===== config.mk =====
export PLATFORM = sky130hd
export DESIGN_NAME = bbpd_pid_step
export DESIGN_NICKNAME = d
export VERILOG_FILES = /design/src/rtl/bbpd_pkg.sv /design/src/rtl/bbpd_pid_step.sv
export SDC_FILE = /design/constraint.sdc
export NUM_CORES = 2
export LEC_CHECK = 0
export BUFFER_PORTS_ARGS = -buffer_cell sky130_fd_sc_hd__buf_2
export CAP_MARGIN = 20
export CORE_MARGIN = 5
export CORE_UTILIZATION = 40
export DETAILED_ROUTE_END_ITERATION = 8
export MAX_ROUTING_LAYER = met4
export SYNTH_ARGS = -nofsm -noshare
export SYNTH_HDL_FRONTEND = slang
export SYNTH_SLANG_ARGS = --single-unit

===== constraint.sdc =====
create_clock -name vclk -period 19.25
set_input_delay 0.9625 -clock vclk [all_inputs]
set_output_delay 0.9625 -clock vclk [all_outputs]
set_load 0.02 [all_outputs]

===== src/rtl/bbpd_pkg.sv =====
// bbpd_pkg: widths, codes, constants and shared types of the buck-boost PID drive.
// No dependencies; every other file of the block depends on it.
`timescale 1ns / 1ps

package bbpd_pkg;

    localparam int FRAC_BITS  = 16;
    localparam int MEAS_W     = 16;
    localparam int ERR_W      = 18;
    localparam int COEF_W     = 32;
    localparam int DRIVE_W    = 14;
    localparam int CMP_W      = 13;
    localparam int SAT_W      = 2;
    localparam int PRIOR_W    = DRIVE_W + FRAC_BITS;
    localparam int PROD_W     = COEF_W + ERR_W;
    localparam int ACC_W      = ((PROD_W > PRIOR_W) ? PROD_W : PRIOR_W) + 2;
    localparam int CFG_IDX_W  = 2;
    localparam int CFG_DATA_W = 32;

    localparam int DRIVE_MAX_I = 8399;

    localparam logic [DRIVE_W-1:0] DRIVE_MAX    = DRIVE_W'(DRIVE_MAX_I);
    localparam logic [DRIVE_W-1:0] BUCK_EDGE    = DRIVE_W'(3780);
    localparam logic [DRIVE_W-1:0] MID_EDGE_LO  = DRIVE_W'(3990);
    localparam logic [DRIVE_W-1:0] MID_EDGE_HI  = DRIVE_W'(4410);
    localparam logic [DRIVE_W-1:0] BUCK_OFFSET  = DRIVE_W'(126);
    localparam logic [DRIVE_W-1:0] MID_OFFSET   = DRIVE_W'(3654);
    localparam logic [DRIVE_W-1:0] BOOST_OFFSET = DRIVE_W'(4242);
    localparam logic [CMP_W-1:0]   BUCK_HOLD    = CMP_W'(3864);
    localparam logic [CMP_W-1:0]   BOOST_HOLD   = CMP_W'(294);
    localparam logic [CMP_W-1:0]   BUCK_FULL    = CMP_W'(4199);

    typedef enum logic [CFG_IDX_W-1:0] {
        REG_SETPOINT         = 2'd0,
        REG_COEF_NOW         = 2'd1,
        REG_COEF_LAST        = 2'd2,
        REG_COEF_BEFORE_LAST = 2'd3
    } cfg_reg_t;

    typedef enum logic [SAT_W-1:0] {
        SAT_NONE = 2'd0,
        SAT_HIGH = 2'd1,
        SAT_LOW  = 2'd2
    } sat_t;

    typedef struct packed {
        logic signed [COEF_W-1:0] coef_now;
        logic signed [COEF_W-1:0] coef_last;
        logic signed [COEF_W-1:0] coef_before_last;
    } pid_coef_t;

    typedef struct packed {
        logic signed [ERR_W-1:0] prior_error;
        logic signed [ERR_W-1:0] older_error;
        logic [PRIOR_W-1:0]      prior_drive;
    } pid_state_t;

    typedef struct packed {
        logic [DRIVE_W-1:0] drive_level;
        logic [CMP_W-1:0]   buck_compare;
        logic [CMP_W-1:0]   boost_compare;
        sat_t               saturated;
    } drive_result_t;

endpackage


===== src/rtl/bbpd_pid_step.sv =====
// bbpd_pid_step: one incremental PID update with clamp, rollback and region map.
// Purely combinational; depends on bbpd_pkg.
`timescale 1ns / 1ps

module bbpd_pid_step (
    input  logic [bbpd_pkg::MEAS_W-1:0] setpoint_sum,
    input  logic [bbpd_pkg::MEAS_W-1:0] measured_sum,
    input  bbpd_pkg::pid_coef_t         coef,
    input  bbpd_pkg::pid_state_t        state,
    output bbpd_pkg::drive_result_t     result,
    output bbpd_pkg::pid_state_t        state_next
);
    import bbpd_pkg::*;

    localparam logic signed [ACC_W-1:0] ACC_TOP = ACC_W'(DRIVE_MAX_I) << FRAC_BITS;

    logic signed [ERR_W-1:0]  err;
    logic signed [PROD_W-1:0] prod_now;
    logic signed [PROD_W-1:0] prod_last;
    logic signed [PROD_W-1:0] prod_before;
    logic signed [ACC_W-1:0]  acc;
    logic [DRIVE_W-1:0]       drive;

    assign err = $signed({{(ERR_W - MEAS_W){1'b0}}, setpoint_sum})
               - $signed({{(ERR_W - MEAS_W){1'b0}}, measured_sum});

    assign prod_now    = PROD_W'(coef.coef_now) * PROD_W'(err);
    assign prod_last   = PROD_W'(coef.coef_last) * PROD_W'(state.prior_error);
    assign prod_before = PROD_W'(coef.coef_before_last) * PROD_W'(state.older_error);

    assign acc = ACC_W'(prod_now) + ACC_W'(prod_last) + ACC_W'(prod_before)
               + $signed({{(ACC_W - PRIOR_W){1'b0}}, state.prior_drive});

    always_comb
    begin
        state_next = state;
        if (acc > ACC_TOP)
        begin
            drive            = DRIVE_MAX;
            result.saturated = SAT_HIGH;
        end
        else if (acc[ACC_W-1])
        begin
            drive            = '0;
            result.saturated = SAT_LOW;
        end
        else
        begin
            drive                  = acc[FRAC_BITS +: DRIVE_W];
            result.saturated       = SAT_NONE;
            state_next.older_error = state.prior_error;
            state_next.prior_error = err;
            state_next.prior_drive = acc[PRIOR_W-1:0];
        end

        // map drive onto buck and boost legs
        if (drive <= BUCK_EDGE)
        begin
            result.buck_compare  = drive[CMP_W-1:0];
            result.boost_compare = '0;
        end
        else if (drive <= MID_EDGE_LO)
        begin
            result.buck_compare  = CMP_W'(drive - BUCK_OFFSET);
            result.boost_compare = BOOST_HOLD;
        end
        else if (drive <= MID_EDGE_HI)
        begin
            result.buck_compare  = BUCK_HOLD;
            result.boost_compare = CMP_W'(drive - MID_OFFSET);
        end
        else
        begin
            result.buck_compare  = BUCK_FULL;
            result.boost_compare = CMP_W'(drive - BOOST_OFFSET);
        end
        result.drive_level = drive;
    end

endmodule


==> key figures <==
Die
  – I/O pin count: about 300
  – Floorplan row count: roughly 140
  – Initial cell density of the core: 0.402
  – Chip width: about 400 microns
  – Area of the placeable core: between 150,000 and 200,000 sq um
  – Overall die height: between 400 and 500 microns
  – Floorplan die area: 163,000 sq um

Job
  – Reported max-cap violation count: 0

Min path
  – Worst-case hold path end point: state_next[0]
  – Worst Min Path Start: state[0]
  – Number of cells traversed by the worst hold path: 4
  – Hold Path Class: primary input to output port

Route
  – Total number of vias: roughly 44,000
  – Average wire length per cell after detail routing: around 20 microns
  – Number of routed nets with antenna violations: 0
  – Final routed wirelength across all metal layers: 183,000 microns
  – Count of routing violations after the opening detailed-route iteration: ~2,700
  – Count of TritonRoute iterations in the first routing pass: 6
  – Drc violations: 0
  – Via count normalized by instance count: 4.96

Cells and area
  – Clock Buffer Count: 0
  – Storage element area: 0 sq um
  – Share of final-layout standard cells stronger than drive strength 1: 0.0583
  – Commonest non-fill, non-tap cell in the layout: sky130_fd_sc_hd__inv_1
  – Final design area excluding fillers: 65,100 sq um
  – Most frequent cells in the layout: sky130_fd_sc_hd__inv_1, sky130_fd_sc_hd__fa_1, sky130_fd_sc_hd__nand2_1, sky130_fd_sc_hd__and2_1, sky130_fd_sc_hd__buf_2
  – FFs & Latches: 0
  – Number of nets in the layout: a little over 9,000
  – Layout overhead on the synthesized area: 5.05%

CTS
  – Setup Fix Bufs, Post-CTS: 0
  – Post-CTS sizing: 0
  – Count of hold-fix buffers inserted at cts: 0

Worst setup path
  – CP max stage delay: ~800 ps
  – Element type at the critical path start: primary input
  – CP arrival: 16,670 ps
  – Worst setup EP type: output port
  – Sum of buffers and inverters on the critical path: 10
  – Worst Path Max Fanout: 19
  – Worst Path Class, Setup: primary input to output port
  – Cell type with the highest occurrence count on the critical path: sky130_fd_sc_hd__fa_1
  – Cell family with most CP delay: compound AO/OA/AOI/OAI gates
  – Required time of the worst setup path: ~18,000 ps
  – Slowest CP cell: sky130_fd_sc_hd__nor2_2

Timing
  – Max frequency: approximately 57 MHz
  – Unrepaired setup endpoints after global routing: no
  – Count of final max-slew check failures: 0
  – Worst setup margin: about 1600 ps
  – Post-route minimum period: approximately 18,000 ps
  – Total Neg Setup Slack: 0 ps
  – Number of failing hold endpoints at the final stage: 0
  – Max-slew headroom: 0.274
  – Period utilization: 0.916
  – Pin slew with the least headroom to its limit: 1090 ps
  – Total of endpoints with negative setup slack in the final report: 0

Global routing
  – Global-route wire length before repair: around 300,000 microns
  – Initial antenna violation count: 24
  – Pin count of the biggest net entering global routing: 50
  – Remaining Overflow, GRT: 0
  – Via count of the first global-routing pass: 49,400
  – Global routing usage summed across all routing layers: 0.238

Synthesis
  – Average cell area after synthesis: a little under 9 sq um
  – YS warnings: 0
  – Count of distinct cell types in the synthesized netlist: 75
  – Synthesized net count: just over 9,000
  – Synthesized instance count: roughly 6,900
  – Register area share after synthesis: 0
  – Mapped Area: around 62,000 sq um

Placed design
  – Sum of net half-perimeters after detailed placement: about 160,000 microns
  – Port Buffers: just over 300
  – Worst-case setup slack after placement: around 1700 ps
  – Final estimated routing congestion in global placement: 0.899
  – Instance area after placement: 65,100 sq um

Run status
  – Status: finished, final reports clean
cells by family (layout without fill, tap and decap cells):
| group | count (synthesis) | after routing | synth area share |
|---|---|---|---|
| AOI/OAI and AO/OA | 333 | 333 | 0.0355 |
| other | 0 | 14 | 0 |
| xor gates and xnor gates | 69 | 69 | 0.00997 |
| and+or+nand+nor | 2091 | 2091 | 0.157 |
| muxes | 6 | 6 | 0.00101 |
| adders and majority gates | 2131 | 2131 | 0.656 |
| buffers and inverters | 2303 | 2282 | 0.140 |
cell type report:
type                            count  area (sq um)
Fill cell                       15300         88900
Multi-Input combinational cell   4630         53400
Inverter                         1935          7260
Tap cell                         2044          2560
Timing Repair Buffer              347          1850
Antenna cell                       14          35.0
synth_stat cells, types with 4 or more instances:
cell | instances | share of area
sky130_fd_sc_hd__xor2_1 | 23 | 0.0032
sky130_fd_sc_hd__nor4_1 | 8 | 0.00081
sky130_fd_sc_hd__o21ai_0 | 77 | 0.0062
sky130_fd_sc_hd__o22ai_1 | 5 | 0.00050
sky130_fd_sc_hd__mux2i_1 | 4 | 0.00065
sky130_fd_sc_hd__a31oi_1 | 12 | 0.0012
sky130_fd_sc_hd__and2_1 | 484 | 0.049
sky130_fd_sc_hd__ha_1 | 263 | 0.053
sky130_fd_sc_hd__nor2b_1 | 22 | 0.0022
sky130_fd_sc_hd__a21boi_0 | 7 | 0.00085
sky130_fd_sc_hd__a211o_1 | 5 | 0.00071
sky130_fd_sc_hd__a21o_1 | 36 | 0.0044
sky130_fd_sc_hd__a21oi_1 | 82 | 0.0066
sky130_fd_sc_hd__xnor2_1 | 45 | 0.0064
sky130_fd_sc_hd__buf_2 | 13 | 0.0010
sky130_fd_sc_hd__o31ai_1 | 6 | 0.00073
sky130_fd_sc_hd__a211oi_1 | 10 | 0.0012
sky130_fd_sc_hd__o31a_1 | 7 | 0.00099
sky130_fd_sc_hd__o2111ai_1 | 4 | 0.00057
sky130_fd_sc_hd__nand3_1 | 19 | 0.0015
sky130_fd_sc_hd__o21bai_1 | 9 | 0.0011
sky130_fd_sc_hd__fa_1 | 1868 | 0.60
sky130_fd_sc_hd__nand4_1 | 18 | 0.0018
sky130_fd_sc_hd__o211a_1 | 7 | 0.0011
sky130_fd_sc_hd__and4_1 | 5 | 0.00071
sky130_fd_sc_hd__inv_1 | 1933 | 0.12
sky130_fd_sc_hd__clkbuf_1 | 354 | 0.021
sky130_fd_sc_hd__nor3_1 | 28 | 0.0023
sky130_fd_sc_hd__o21a_1 | 20 | 0.0024
sky130_fd_sc_hd__nor4b_1 | 4 | 0.00057
sky130_fd_sc_hd__o211ai_1 | 9 | 0.0011
sky130_fd_sc_hd__nor2_1 | 76 | 0.0046
sky130_fd_sc_hd__or4_1 | 5 | 0.00061
sky130_fd_sc_hd__and3_1 | 10 | 0.0010
sky130_fd_sc_hd__or3_1 | 6 | 0.00061
sky130_fd_sc_hd__or2_2 | 26 | 0.0026
sky130_fd_sc_hd__nand2_1 | 1253 | 0.076
sky130_fd_sc_hd__nand2b_1 | 115 | 0.012
worst max path at each step:
stage	end	startpoint	slack, ps	depth (start not counted)
3_3_place_gp	result[10]	setpoint_sum[0]	2070	54
4_1_cts	result[10]	measured_sum[1]	1680	54
6_report	result[10]	measured_sum[1]	1620	54
3_5_place_dp	result[10]	measured_sum[1]	1740	54
2_1_floorplan	result[10]	measured_sum[1]	4290	53
5_1_grt	result[10]	measured_sum[1]	660	54
per-stage QoR:
stage	cells	util	hold slack [ps]
global route	8970	0.423	2290
floorplan	6933	-	2090
finish	8970	0.423	2250
CTS	8956	0.423	2260
detailed placement	8956	0.423	2260
global placement	8956	0.423	2250
layer usage:
metal,global-route usage,routed length (microns)
met1,0.339,81800
met2,0.350,79500
met3,0.0631,18400
met4,0.0357,2830
met5,-,0
Power is not shown: default switching activity piles up to over one toggle a cycle in this logic, so the estimate is an artifact.
